===== src/srlc_pkg.sv =====
`timescale 1ns / 1ps
`default_nettype none
// ----------------------------------------------------------------------------
// srlc_pkg: shared types and constants of the selective-repeat link controller
// Event and action codes, beat structures and the circular window compare.
// ----------------------------------------------------------------------------
package srlc_pkg;

   // sequence space and window
   localparam int SEQ_W  = 4;
   localparam int SLOT_W = 3;
   localparam int WINDOW = 8;
   localparam int CNT_W  = 4;

   // event codes
   localparam logic [2:0] FUNC_NET_READY = 3'd0;
   localparam logic [2:0] FUNC_PHY_READY = 3'd1;
   localparam logic [2:0] FUNC_FRAME_RX  = 3'd2;
   localparam logic [2:0] FUNC_DATA_TMO  = 3'd3;
   localparam logic [2:0] FUNC_ACK_TMO   = 3'd4;

   // received frame kinds
   localparam logic [1:0] KIND_DATA = 2'd0;
   localparam logic [1:0] KIND_ACK  = 2'd1;
   localparam logic [1:0] KIND_NAK  = 2'd2;

   // action codes
   localparam logic [2:0] ACT_SEND_DATA = 3'd0;
   localparam logic [2:0] ACT_SEND_ACK  = 3'd1;
   localparam logic [2:0] ACT_SEND_NAK  = 3'd2;
   localparam logic [2:0] ACT_DELIVER   = 3'd3;
   localparam logic [2:0] ACT_ACK_TIMER = 3'd4;
   localparam logic [2:0] ACT_STOP_TMR  = 3'd5;
   localparam logic [2:0] ACT_STATUS    = 3'd6;

   typedef struct packed {
      logic [2:0]       func;
      logic             frame_good;
      logic [1:0]       rx_kind;
      logic [SEQ_W-1:0] rx_seq;
      logic [SEQ_W-1:0] rx_ack;
   } req_type;

   typedef struct packed {
      logic [2:0]        action;
      logic [SEQ_W-1:0]  tx_seq;
      logic [SEQ_W-1:0]  tx_ack;
      logic [SLOT_W-1:0] slot;
      logic              net_enable;
      logic              last;
   } rsp_type;

   // timer queue port bundle
   typedef struct packed {
      logic              wr_en;
      logic [SLOT_W-1:0] wr_idx;
      logic [SEQ_W-1:0]  wr_data;
      logic [SLOT_W-1:0] rd_idx;
   } tq_ctrl_type;

   // a <= b < c, circularly
   function automatic logic in_window(input logic [SEQ_W-1:0] a,
                                      input logic [SEQ_W-1:0] b,
                                      input logic [SEQ_W-1:0] c);
      in_window = ((a <= b) && (b < c)) || ((c < a) && (a <= b)) ||
                  ((b < c) && (c < a));
   endfunction

endpackage
`default_nettype wire


===== src/selective_repeat_link_controller.sv =====
`timescale 1ns / 1ps
`default_nettype none
// ----------------------------------------------------------------------------
// selective_repeat_link_controller: control side of a selective-repeat link
// Sequencer over window state, a shared circular window compare and a queue.
// ----------------------------------------------------------------------------
// Usage:
//   Raise start with an event on req_data while busy is low; the event is
//   taken at that edge and busy rises in the next cycle. Result beats leave
//   on rsp_data, one per cycle at most, each marked by rsp_valid for exactly
//   one cycle. The receiver cannot stall. The last beat of every event is a
//   status beat with last set, carrying net_enable.
//   Beats are registered: the first can be formed in the dispatch state,
//   and a status-only event forms its one beat in the status state.
//   Steps: dispatch and status come in every event, and the sequencer
//   returns to idle before the next one. A good data frame adds the
//   receive check; every good frame adds the post step and the final
//   acknowledge check, a NAK frame also the NAK check. Delivery takes a
//   step per delivered slot plus one, and each acknowledged frame a pass
//   of the acknowledge loop; every timer removal and every retransmit
//   adds a queue scan over the queue entries plus one closing step.
//   busy falls in the cycle after the status beat is formed, so a new event
//   may be taken while that beat is still on the result port.
//   Reset clears the window edges, counts, arrival bits and phy flag, sets
//   nak_ok and sets recv_high_ff to the window size. Queue entries are undefined until written.
// ----------------------------------------------------------------------------
module selective_repeat_link_controller (
   input  wire logic              clock,
   input  wire logic              reset,
   input  wire logic              start,
   output logic                   busy,
   input  wire srlc_pkg::req_type req_data,
   output logic                   rsp_valid,
   output srlc_pkg::rsp_type      rsp_data
);

   localparam logic [3:0] S_IDLE      = 4'd0;
   localparam logic [3:0] S_DISPATCH  = 4'd1;
   localparam logic [3:0] S_RX_CHECK  = 4'd2;
   localparam logic [3:0] S_DELIVER   = 4'd3;
   localparam logic [3:0] S_POST      = 4'd4;
   localparam logic [3:0] S_NAK_CHECK = 4'd5;
   localparam logic [3:0] S_ACK_LOOP  = 4'd6;
   localparam logic [3:0] S_REMOVE    = 4'd7;
   localparam logic [3:0] S_SEND      = 4'd8;
   localparam logic [3:0] S_STATUS    = 4'd9;

   localparam logic [srlc_pkg::CNT_W-1:0] WIN_CNT = srlc_pkg::CNT_W'(srlc_pkg::WINDOW);

   logic [3:0] state_ff, state_in;
   logic [3:0] after_rm_ff, after_rm_in;
   logic [3:0] after_send_ff, after_send_in;
   srlc_pkg::req_type req_ff, req_in;

   logic [srlc_pkg::SEQ_W-1:0] send_low_ff, send_low_in;
   logic [srlc_pkg::SEQ_W-1:0] send_next_ff, send_next_in;
   logic [srlc_pkg::SEQ_W-1:0] recv_low_ff, recv_low_in;
   logic [srlc_pkg::SEQ_W-1:0] recv_high_ff, recv_high_in;
   logic [srlc_pkg::CNT_W-1:0] outst_ff, outst_in;
   logic [srlc_pkg::CNT_W-1:0] qlen_ff, qlen_in;
   logic [srlc_pkg::WINDOW-1:0] arrived_ff, arrived_in;
   logic nak_ok_ff, nak_ok_in;
   logic phy_ff, phy_in;
   logic delivered_ff, delivered_in;
   logic found_ff, found_in;
   logic [srlc_pkg::CNT_W-1:0] k_ff, k_in;
   logic [srlc_pkg::SEQ_W-1:0] seq_ff, seq_in;

   logic rsp_valid_ff, rsp_valid_in;
   srlc_pkg::rsp_type rsp_ff, rsp_in;

   srlc_pkg::tq_ctrl_type tq_ctrl;
   logic [srlc_pkg::SEQ_W-1:0] tq_rd;

   logic [srlc_pkg::SEQ_W-1:0] win_a, win_b, win_c;
   logic win_hit;
   logic [srlc_pkg::SEQ_W-1:0] piggy;
   logic [srlc_pkg::SEQ_W-1:0] nak_next;

   srlc_tq u_tq (
      .clock   (clock),
      .ctrl    (tq_ctrl),
      .rd_data (tq_rd)
   );

   assign piggy    = recv_low_ff - srlc_pkg::SEQ_W'(1);
   assign nak_next = req_ff.rx_ack + srlc_pkg::SEQ_W'(1);

   // shared circular window compare
   always_comb begin
      win_a = send_low_ff;
      win_b = req_ff.rx_ack;
      win_c = send_next_ff;
      if (state_ff == S_RX_CHECK) begin
         win_a = recv_low_ff;
         win_b = req_ff.rx_seq;
         win_c = recv_high_ff;
      end else if (state_ff == S_NAK_CHECK) begin
         win_b = nak_next;
      end
   end
   assign win_hit = srlc_pkg::in_window(win_a, win_b, win_c);

   // sequencer
   always_comb begin
      state_in      = state_ff;
      after_rm_in   = after_rm_ff;
      after_send_in = after_send_ff;
      req_in        = req_ff;
      send_low_in   = send_low_ff;
      send_next_in  = send_next_ff;
      recv_low_in   = recv_low_ff;
      recv_high_in  = recv_high_ff;
      outst_in      = outst_ff;
      qlen_in       = qlen_ff;
      arrived_in    = arrived_ff;
      nak_ok_in     = nak_ok_ff;
      phy_in        = phy_ff;
      delivered_in  = delivered_ff;
      found_in      = found_ff;
      k_in          = k_ff;
      seq_in        = seq_ff;
      rsp_valid_in  = 1'b0;
      rsp_in        = '0;
      tq_ctrl       = '0;
      if (state_ff == S_REMOVE) begin
         tq_ctrl.rd_idx = k_ff[srlc_pkg::SLOT_W-1:0];
      end

      unique case (state_ff)
         S_IDLE: begin
            if (start) begin
               req_in   = req_data;
               state_in = S_DISPATCH;
            end
         end
         S_DISPATCH: begin
            state_in = S_STATUS;
            unique case (req_ff.func)
               srlc_pkg::FUNC_NET_READY: begin
                  if (outst_ff < WIN_CNT) begin
                     outst_in      = outst_ff + srlc_pkg::CNT_W'(1);
                     seq_in        = send_next_ff;
                     send_next_in  = send_next_ff + srlc_pkg::SEQ_W'(1);
                     after_send_in = S_STATUS;
                     state_in      = S_SEND;
                  end
               end
               srlc_pkg::FUNC_PHY_READY: begin
                  phy_in = 1'b1;
               end
               srlc_pkg::FUNC_FRAME_RX: begin
                  if (!req_ff.frame_good) begin
                     if (nak_ok_ff) begin
                        rsp_valid_in  = 1'b1;
                        rsp_in.action = srlc_pkg::ACT_SEND_NAK;
                        rsp_in.tx_ack = piggy;
                        phy_in        = 1'b0;
                        nak_ok_in     = 1'b0;
                     end
                  end else if (req_ff.rx_kind == srlc_pkg::KIND_DATA) begin
                     rsp_valid_in = 1'b1;
                     if (req_ff.rx_seq != recv_low_ff && nak_ok_ff) begin
                        rsp_in.action = srlc_pkg::ACT_SEND_NAK;
                        rsp_in.tx_ack = piggy;
                        phy_in        = 1'b0;
                        nak_ok_in     = 1'b0;
                     end else begin
                        rsp_in.action = srlc_pkg::ACT_ACK_TIMER;
                     end
                     state_in = S_RX_CHECK;
                  end else begin
                     state_in = S_POST;
                  end
               end
               srlc_pkg::FUNC_DATA_TMO: begin
                  // rotate the oldest entry to the tail and resend it
                  if (qlen_ff != '0) begin
                     seq_in        = tq_rd;
                     k_in          = '0;
                     found_in      = 1'b0;
                     after_rm_in   = S_SEND;
                     after_send_in = S_STATUS;
                     state_in      = S_REMOVE;
                  end
               end
               srlc_pkg::FUNC_ACK_TMO: begin
                  rsp_valid_in  = 1'b1;
                  rsp_in.action = srlc_pkg::ACT_SEND_ACK;
                  rsp_in.tx_ack = piggy;
                  phy_in        = 1'b0;
               end
               default: begin
                  state_in = S_STATUS;
               end
            endcase
         end
         S_RX_CHECK: begin
            state_in = S_POST;
            if (win_hit && !arrived_ff[req_ff.rx_seq[srlc_pkg::SLOT_W-1:0]]) begin
               arrived_in[req_ff.rx_seq[srlc_pkg::SLOT_W-1:0]] = 1'b1;
               delivered_in = 1'b0;
               state_in     = S_DELIVER;
            end
         end
         S_DELIVER: begin
            // one in-order slot per cycle
            if (arrived_ff[recv_low_ff[srlc_pkg::SLOT_W-1:0]]) begin
               rsp_valid_in  = 1'b1;
               rsp_in.action = srlc_pkg::ACT_DELIVER;
               rsp_in.slot   = recv_low_ff[srlc_pkg::SLOT_W-1:0];
               nak_ok_in     = 1'b1;
               arrived_in[recv_low_ff[srlc_pkg::SLOT_W-1:0]] = 1'b0;
               recv_low_in   = recv_low_ff + srlc_pkg::SEQ_W'(1);
               recv_high_in  = recv_high_ff + srlc_pkg::SEQ_W'(1);
               delivered_in  = 1'b1;
            end else begin
               if (delivered_ff) begin
                  rsp_valid_in  = 1'b1;
                  rsp_in.action = srlc_pkg::ACT_ACK_TIMER;
               end
               state_in = S_POST;
            end
         end
         S_POST: begin
            state_in = (req_ff.rx_kind == srlc_pkg::KIND_NAK) ? S_NAK_CHECK : S_ACK_LOOP;
         end
         S_NAK_CHECK: begin
            state_in = S_ACK_LOOP;
            if (win_hit) begin
               seq_in        = nak_next;
               k_in          = '0;
               found_in      = 1'b0;
               after_rm_in   = S_SEND;
               after_send_in = S_ACK_LOOP;
               state_in      = S_REMOVE;
            end
         end
         S_ACK_LOOP: begin
            // retire one acknowledged frame per pass
            state_in = S_STATUS;
            if (outst_ff != '0 && win_hit) begin
               outst_in      = outst_ff - srlc_pkg::CNT_W'(1);
               rsp_valid_in  = 1'b1;
               rsp_in.action = srlc_pkg::ACT_STOP_TMR;
               rsp_in.slot   = send_low_ff[srlc_pkg::SLOT_W-1:0];
               seq_in        = send_low_ff;
               send_low_in   = send_low_ff + srlc_pkg::SEQ_W'(1);
               k_in          = '0;
               found_in      = 1'b0;
               after_rm_in   = S_ACK_LOOP;
               state_in      = S_REMOVE;
            end
         end
         S_REMOVE: begin
            // scan; once matched, each later entry moves down one place
            if (k_ff < qlen_ff) begin
               if (found_ff) begin
                  tq_ctrl.wr_en   = 1'b1;
                  tq_ctrl.wr_idx  = k_ff[srlc_pkg::SLOT_W-1:0] - srlc_pkg::SLOT_W'(1);
                  tq_ctrl.wr_data = tq_rd;
               end else if (tq_rd == seq_ff) begin
                  found_in = 1'b1;
               end
               k_in = k_ff + srlc_pkg::CNT_W'(1);
            end else begin
               if (found_ff) begin
                  qlen_in = qlen_ff - srlc_pkg::CNT_W'(1);
               end
               state_in = after_rm_ff;
            end
         end
         S_SEND: begin
            rsp_valid_in  = 1'b1;
            rsp_in.action = srlc_pkg::ACT_SEND_DATA;
            rsp_in.tx_seq = seq_ff;
            rsp_in.tx_ack = piggy;
            rsp_in.slot   = seq_ff[srlc_pkg::SLOT_W-1:0];
            phy_in        = 1'b0;
            if (qlen_ff < WIN_CNT) begin
               tq_ctrl.wr_en   = 1'b1;
               tq_ctrl.wr_idx  = qlen_ff[srlc_pkg::SLOT_W-1:0];
               tq_ctrl.wr_data = seq_ff;
               qlen_in         = qlen_ff + srlc_pkg::CNT_W'(1);
            end
            state_in = after_send_ff;
         end
         S_STATUS: begin
            rsp_valid_in      = 1'b1;
            rsp_in.action     = srlc_pkg::ACT_STATUS;
            rsp_in.net_enable = (outst_ff < WIN_CNT) && phy_ff;
            rsp_in.last       = 1'b1;
            state_in          = S_IDLE;
         end
         default: begin
            state_in = S_IDLE;
         end
      endcase
   end

   // control registers
   always_ff @(posedge clock) begin
      if (reset) begin
         state_ff     <= S_IDLE;
         send_low_ff  <= '0;
         send_next_ff <= '0;
         recv_low_ff  <= '0;
         recv_high_ff <= srlc_pkg::SEQ_W'(srlc_pkg::WINDOW);
         outst_ff     <= '0;
         qlen_ff      <= '0;
         arrived_ff   <= '0;
         nak_ok_ff    <= 1'b1;
         phy_ff       <= 1'b0;
         rsp_valid_ff <= 1'b0;
      end else begin
         state_ff     <= state_in;
         send_low_ff  <= send_low_in;
         send_next_ff <= send_next_in;
         recv_low_ff  <= recv_low_in;
         recv_high_ff <= recv_high_in;
         outst_ff     <= outst_in;
         qlen_ff      <= qlen_in;
         arrived_ff   <= arrived_in;
         nak_ok_ff    <= nak_ok_in;
         phy_ff       <= phy_in;
         rsp_valid_ff <= rsp_valid_in;
      end
   end

   // working and payload registers
   always_ff @(posedge clock) begin
      after_rm_ff   <= after_rm_in;
      after_send_ff <= after_send_in;
      req_ff        <= req_in;
      delivered_ff  <= delivered_in;
      found_ff      <= found_in;
      k_ff          <= k_in;
      seq_ff        <= seq_in;
      rsp_ff        <= rsp_in;
   end

   assign busy      = (state_ff != S_IDLE);
   assign rsp_valid = rsp_valid_ff;
   assign rsp_data  = rsp_ff;

endmodule
`default_nettype wire


===== src/srlc_tq.sv =====
`timescale 1ns / 1ps
`default_nettype none
// ----------------------------------------------------------------------------
// srlc_tq: timer queue register file
// Eight sequence numbers in order of their data timers; one write, one read.
// ----------------------------------------------------------------------------
module srlc_tq (
   input  wire logic                      clock,
   input  wire srlc_pkg::tq_ctrl_type     ctrl,
   output logic [srlc_pkg::SEQ_W-1:0]     rd_data
);

   logic [srlc_pkg::SEQ_W-1:0] entry_ff [srlc_pkg::WINDOW];

   // write port
   always_ff @(posedge clock) begin
      if (ctrl.wr_en) begin
         entry_ff[ctrl.wr_idx] <= ctrl.wr_data;
      end
   end

   // read port
   assign rd_data = entry_ff[ctrl.rd_idx];

endmodule
`default_nettype wire

===== config.mk =====
export PLATFORM = sky130hd
export DESIGN_NAME = selective_repeat_link_controller
export DESIGN_NICKNAME = d
export VERILOG_FILES = /design/src/srlc_pkg.sv /design/src/selective_repeat_link_controller.sv /design/src/srlc_tq.sv
export SDC_FILE = /design/constraint.sdc
export NUM_CORES = 1
export LEC_CHECK = 0
export BUFFER_PORTS_ARGS = -buffer_cell sky130_fd_sc_hd__buf_2
export CAP_MARGIN = 30
export CORE_AREA = 2 2 109 111
export CTS_BUF_LIST = sky130_fd_sc_hd__clkbuf_4 sky130_fd_sc_hd__clkbuf_8 sky130_fd_sc_hd__clkbuf_16
export DETAILED_ROUTE_END_ITERATION = 16
export DIE_AREA = 0 0 111 113
export HOLD_SLACK_MARGIN = 0.08
export PLACE_DENSITY = 0.75
export SLEW_MARGIN = 20
export SYNTH_ARGS = -nofsm -noshare
export SYNTH_HDL_FRONTEND = slang
export SYNTH_HIERARCHICAL = 1
export SYNTH_SLANG_ARGS = --single-unit
export TNS_END_PERCENT = 100

===== constraint.sdc =====
create_clock -name clock -period 3.5 [get_ports clock]
set_clock_uncertainty 0.05 [all_clocks]
set_input_delay 0.525 -clock clock [delete_from_list [all_inputs] [get_ports clock]]
set_output_delay 0.525 -clock clock [all_outputs]
set_load 0.02 [all_outputs]

==> results of run 1 <==
critical path: stages, from the launching register on:
cell      delay (ns)
dfxtp_1         0.30
buf_4           0.18
nor4b_4         0.35
buf_12          0.19
mux2i_2         0.25
inv_1           0.07
ha_1            0.32
a21oi_1         0.12
o21ai_0         0.10
buf_4           0.17
a21oi_4         0.22
buf_4           0.17
o211ai_1        0.13
buf_4           0.19
or3_1           0.34
a21oi_1         0.14
timing repair:
| action | 4_1_cts | 5_1_grt |
|---|---|---|
| resized for setup | 2 | 14 |
| pin swaps | 0 | 4 |
| setup endpoints to repair | 5 | 25 |
| hold buffers | 0 | 0 |
final timing paths:
kind	end	slack, ns	depth (start not counted)	from
max reg2reg	send_low_ff[3]	0.15	15	state_ff[3]
min	req_ff[7]	0.23	1	req_data[7]
max	send_low_ff[3]	0.15	15	state_ff[3]
min reg2reg	recv_high_ff[3]	0.44	2	recv_high_ff[3]
cell families after synthesis:
group | share of synthesized area [%]
xor+xnor | 4.724
fa+ha+maj | 6.176
simple gates | 16.11
flops | 47.44
mux | 7.362
compound gates | 14.13
buf+inv | 4.049
power breakdown:
group	switching (mW)	internal, mW
logic	0.871	0.586
clock network	0.618	1.07
registers	0.154	1.64
stage by stage:
step                      setup slack [ns]  area (um2)  hold WS (ns)
after floorplan                    0.01586        6132        0.4097
after global placement              0.1427        6620        0.4247
after detailed placement         -0.002790        6620        0.4336
after CTS                          0.04047        7216        0.2161
after global routing              -0.01834        7278        0.2183
final                               0.1492        7278        0.2281
cell type report:
class | instances | area share [%]
timing repair buffer | 67 | 5.914
clock inverter | 13 | 1.857
sequential | 115 | 39.92
tap | 143 | 2.458
inverter | 34 | 1.805
multi-input combinational | 418 | 41.91
clock buffer | 19 | 6.137
routing by layer:
| metal | wire (um) | part of all wire [%] | vias to the layer above |
|---|---|---|---|
| met4 | 491 | 3.3 | 0 |
| met3 | 851 | 5.8 | 45 |
| met5 | 0 | 0 | - |
| met2 | 7456 | 51 | 197 |
| li1 | - | - | 2295 |
| met1 | 5939 | 40 | 2327 |
flip-flops by register name (all words and copies together), names as in the netlist, 8 cells and up:
register,cells
u_tq/entry_ff,32
rsp_data,16
req_ff,14
arrived_ff,8
cell usage in the layout, fill, tap and decap left out, types with 4 or more instances in the layout:
cell type	synthesis	layout
edfxtp_1	60	60
nor2_1	62	59
nand2_1	55	54
dfxtp_1	55	53
buf_2	3	34
inv_1	33	33
buf_4	1	32
ha_1	27	27
o21ai_0	26	25
a21oi_1	25	24
xnor2_1	23	23
clkbuf_16	0	17
nand3_1	15	15
mux2i_1	15	14
nand2b_1	11	11
nor3_1	11	11
xor2_1	10	10
mux4_1	8	8
a21o_1	7	7
nand4_1	7	7
and2_1	7	7
and3_1	6	6
o211ai_1	6	6
a22oi_1	6	6
nor2b_1	5	5
o22ai_1	6	5
o31ai_1	6	5
or3_1	5	5
o311ai_0	5	5
clkinvlp_4	0	4
or2_2	5	4
a22o_1	4	4
a221o_1	4	4
a211oi_1	4	4
mux2_2	4	4
==> results.md, run 1 <==
- Clock-pin slew on the worst setup and hold paths: 0.06 ns
- VDD IR-drop max: approximately 0.54 mV
- Clk_lat worst skew: between 0.4 and 0.5 ns
- Post-synth EDFFs: 60
- Fin cells: roughly 810
- Crit path DAT: 3.65 ns
- HP Class: in2reg
- Fin. Hold Viols: 0
- DR pass1 iterations: 6
- Register area share after synthesis: 47.44%
- Crit path time final: between 3 and 4 ns
- Row count: 39
- Post-route DRC: 0
- Required @ worst endpoint: 3.80 ns
- Post-synth top flop: edfxtp_1
- Routed Antenna Nets: 0
- Crit. End Element: flip-flop
- CTS tree: done
- Die span in y: 113 um
- Area of the multi-input gates: 3050 um2
- Ys Warns: 6
- Nets: between 600 and 700
- Core box area: ~11000 um2
- Placed insts: around 800
- Initial antenna violation count: 0
- IO Count: 35
- HPWL Detailed: 10820 um
- Met2 GRT Util: 42.49%
- First-pass GRT wire length: 24120 um
- Worst-path maximum fanout: 17
- Leakage Power: 2.850 nW
- Clock tree sinks: 115
- Period Utilization, post-route: 95.74%
- Yosys reg bits: 115
- Setup crit start kind: flip-flop
- Top cells by area, synth: edfxtp_1 29%, dfxtp_1 18%, ha_1 5.5%
- Fin. max-slew vios: 0
- Layout cell share with drive strength beyond 1: between 10% and 20%
- Drt total wl: about 15000 um
- Vias in the first global route: 4800
- GRT overflow: 0
- Post-CTS Setup Bufs: 0
- H-tree depth: 4
- Antenna Cells: 0
- Outcome: completed
- Top-count cell post-synth: nor2_1
- Mapped Area: between 6000 and 7000 um2
- P per Cell Area: just under 700 nW/um2
- FFs w/ async S/R, synth: 0%
- DR vias: 4864
- Register area: slightly below 3000 um2
- Util after Layout: 64.57%
- Top post-synthesis cells by count: 62 x nor2_1, 60 x edfxtp_1, 55 x dfxtp_1, 55 x nand2_1, 33 x inv_1
- Met1 Use GR: 29.08%
- Synth-to-Final Area Change: 18.96%
- GR Util All Layers: 24.74%
- Die Span X: approximately 110 um
- Vias per std cell: 6.012
- Largest net degree at the start of global routing: 29
- Total power: 4.941 mW
- Cells after Synth: around 600
- Drt initial violations: 482
- I/O Buffers: 34
- Worst Max-Slew Pin Slew: a little over 0.8 ns
- Met3 GRT Util: 6.160%
- Yosys top cell area share: 29.45%
- Worst slew margin: 44.91%
- Synth area leader: edfxtp_1
- CTS max path bufs: 2
- Fmax: 298.4 MHz
- Fin Setup TNS: 0 ns
- Die area: 12540 um2
- Unique masters post-synth: 68
- Kind of critical path: reg2reg
- Inserted Clock Buffers: 17
- GP Congestion: 1.063
- Final setup violation count: 0
- GR peak layer: met2
- MaxCap Viol Count: 0
- Synth Net Count: 641
- Avg Inst Size Synth: 10.28 um2
- Initial Util: 54.28%
- # fillers: around 870
- CTS root buf: clkbuf_16
- WL/cell: about 18 um
Power figures use the tool's default switching activity.
==> inputs of run 2 (changes only) <==
- CORE_AREA: 2 2 109 111 -> 2 2 104 106
- DIE_AREA: 0 0 111 113 -> 0 0 106 108
- PLACE_DENSITY: 0.75 -> 0.78
- clock period: 3.5 -> 3.45 ns (I/O delays scaled with it)
==> results.md, run 2 (same netlist as run 1, synthesis figures left out) <==
- Period Utilization, post-route: 95.02% (was 95.74%)
- Row count: 37 (was 39)
- IO Count: 35 (unchanged)
- Die span in y: 108 um (was 113 um)
- VDD IR-drop max: 0.5125 mV (was 0.5439 mV)
- Post-route DRC: 0 (unchanged)
- Worst Max-Slew Pin Slew: 0.8721 ns (was 0.8264 ns)
- WL/cell: 19.17 um (was 18.22 um)
- Clock power frac: 33.9% (was 34.1%)
- CP Launch Point: state_ff[2] (was state_ff[3])
- Worst-path maximum fanout: 15 (was 17)
- Leakage Power: 2.878 nW (was 2.850 nW)
- Layout cell share with drive strength beyond 1: 19.37% (was 19.52%)
- Switching power: 1.684 mW (was 1.643 mW)
- Internal power: 3.358 mW (was 3.298 mW)
- Die area: 11450 um2 (was 12540 um2)
- Crit Reg-Reg Startpoint: state_ff[2] (was state_ff[3])
- Crit path DAT: 3.45 ns (was 3.65 ns)
- GRT overflow: 0 (unchanged)
- Fmax: 305.0 MHz (was 298.4 MHz)
- RR Endpoint: seq_ff[1] (was send_low_ff[3])
- Max FFs per register: 32 (unchanged)
- Largest net degree at the start of global routing: 29 (unchanged)
- Antenna Cells: 0 (unchanged)
- Required @ worst endpoint: 3.62 ns (was 3.80 ns)
- Crit path time final: 3.278 ns (was 3.351 ns)
- Fin cells: 807 (was 809)
- Drt total wl: 15470 um (was 14740 um)
- HP Class: in2reg (unchanged)
- Cell Area, Placed: 6648 um2 (was 6620 um2)
- Largest Register: u_tq/entry_ff (unchanged)
- Most frequent cells in the layout: 61 x nor2_1, 60 x edfxtp_1, 55 x nand2_1 (was 60 x edfxtp_1, 59 x nor2_1, 54 x nand2_1)
- Setup ws final: 0.1717 ns (was 0.1492 ns)
- Initial antenna violation count: 0 (unchanged)
- Hold WS: 0.1119 ns (was 0.2281 ns)
- Clk_lat worst skew: 0.53 ns (was 0.42 ns)
- Fin. Hold Viols: 0 (unchanged)
- Fin. max-slew vios: 0 (unchanged)
- Seq pwr share: 36.4% (about the same)
- GR Util All Layers: 28.62% (was 24.74%)
- DR vias: 4983 (was 4864)
- GP Congestion: 0.9757 (was 1.063)
- Core box area: 10230 um2 (was 11270 um2)
- Drt initial violations: 541 (was 482)
- Nets: 705 (was 699)
- Pre-CTS WS: 0.01348 ns (was -0.002790 ns)
- MaxCap Viol Count: 0 (unchanged)
- P per Cell Area: 691.7 nW/um2 (was 678.9 nW/um2)
- Placed insts: 773 (was 777)
- CTS max path bufs: 2 (unchanged)
- H-tree depth: 4 (unchanged)
- Sw Share: 33.40% (was 33.26%)
- DR pass1 iterations: 5 (was 6)
- Clock-pin slew on the worst setup and hold paths: 0.06 ns (about the same)
- First-pass GRT wire length: 24720 um (was 24120 um)
- Fin Setup TNS: 0 ns (unchanged)
- CTS tree: done (unchanged)
- Combinational fraction of design power: 29.6% (was 29.5%)
- R2r setup slk: 0.17 ns (was 0.15 ns)
- Post-route cell area: 7288 um2 (was 7278 um2)
- RSZ-0062 raised after global routing: false
- Vias in the first global route: 4894 (was 4800)
- Inserted Clock Buffers: 17 (unchanged)
- Vias per std cell: 6.175 (was 6.012)
- Final setup violation count: 0 (unchanged)
- Routed Antenna Nets: 0 (unchanged)
- Die Span X: 106 um (was 111 um)
- Synth-to-Final Area Change: 19.12% (was 18.96%)
- Crit. End Element: flip-flop (unchanged)
- Worst slew margin: 41.86% (was 44.91%)
- Worst setup endpoint: seq_ff[1] (was send_low_ff[3])
- CTS root buf: clkbuf_8 (was clkbuf_16)
- Clock tree sinks: 115 (unchanged)
- Setup crit start kind: flip-flop (unchanged)
- Leading cell type in the layout, fill and taps excluded: nor2_1 (was edfxtp_1)
- I/O Buffers: 34 (unchanged)
- Initial Util: 59.80% (was 54.28%)
- HPWL Detailed: 11160 um (was 10820 um)
- Worst R2R Path Depth: 13 (was 15)
- Kind of critical path: reg2reg (unchanged)
- Outcome: completed (unchanged)
## run 2: worst max-delay path, stage by stage, from the launching register on
cell and delay, ns:
dfxtp_2 0.36, buf_12 0.16, nor4b_4 0.32, buf_12 0.18, buf_4 0.12, nand2_1 0.06, o21ai_2 0.09, inv_1 0.06
ha_1 0.31, nand4_1 0.27, a31oi_4 0.34, o22ai_1 0.17, a21o_1 0.23, nor2_2 0.24
## run 2: power by group through the flow
| stage | clock network [mW] | logic, mW | registers (mW) |
|---|---|---|---|
| 2_1_floorplan | 0 | 0.972 | 1.84 |
| 3_3_place_gp | 0 | 1.37 | 1.84 |
| 3_5_place_dp | 0 | 1.41 | 1.86 |
| 4_1_cts | 1.73 | 1.44 | 1.83 |
| 5_1_grt | 1.79 | 1.64 | 1.86 |
| 6_report | 1.71 | 1.49 | 1.84 |
## run 2: cell type report
class / count / area [um2]
clock buffers: 17 / 414.1
clock inverters: 14 / 163.9
fillers: 762 / 2943
inverters: 34 / 130.1
multi-input cells: 418 / 3018
flip-flops and latches: 115 / 2904
well taps: 136 / 170.2
repair buffers: 73 / 488.0
## run 2: layer usage
layer	vias up	GRT usage, %	wire, um
li1	2304	-	-
met1	2388	36.65	6459
met2	239	45.58	7273
met3	52	6.631	1209
met4	0	15.23	527
met5	-	0	0
## run 2: stage by stage
step           utilization [%]  power (mW)
6_report                 71.24       5.041
4_1_cts                  70.65       4.999
5_1_grt                  71.24       5.278
3_5_place_dp             64.97       3.270
2_1_floorplan                -       2.811
3_3_place_gp             64.97       3.209
## run 2: how the worst min path moves through the flow
stage | from | endpoint | slack, ns | cells past startpoint
global route | req_data[10] | req_ff[10] | 0.09 | 1
finish | req_data[7] | req_ff[7] | 0.11 | 1
floorplan | recv_high_ff[3] | recv_high_ff[3] | 0.41 | 2
detailed placement | recv_high_ff[3] | recv_high_ff[3] | 0.42 | 2
CTS | req_data[10] | req_ff[10] | 0.09 | 1
global placement | recv_high_ff[3] | recv_high_ff[3] | 0.42 | 2
## run 2: repair_timing
action	CTS	global route
hold buffers	0	0
pin swaps	0	3
gates resized for setup	1	10
endpoints found under the setup margin	4	24
setup buffers	0	3
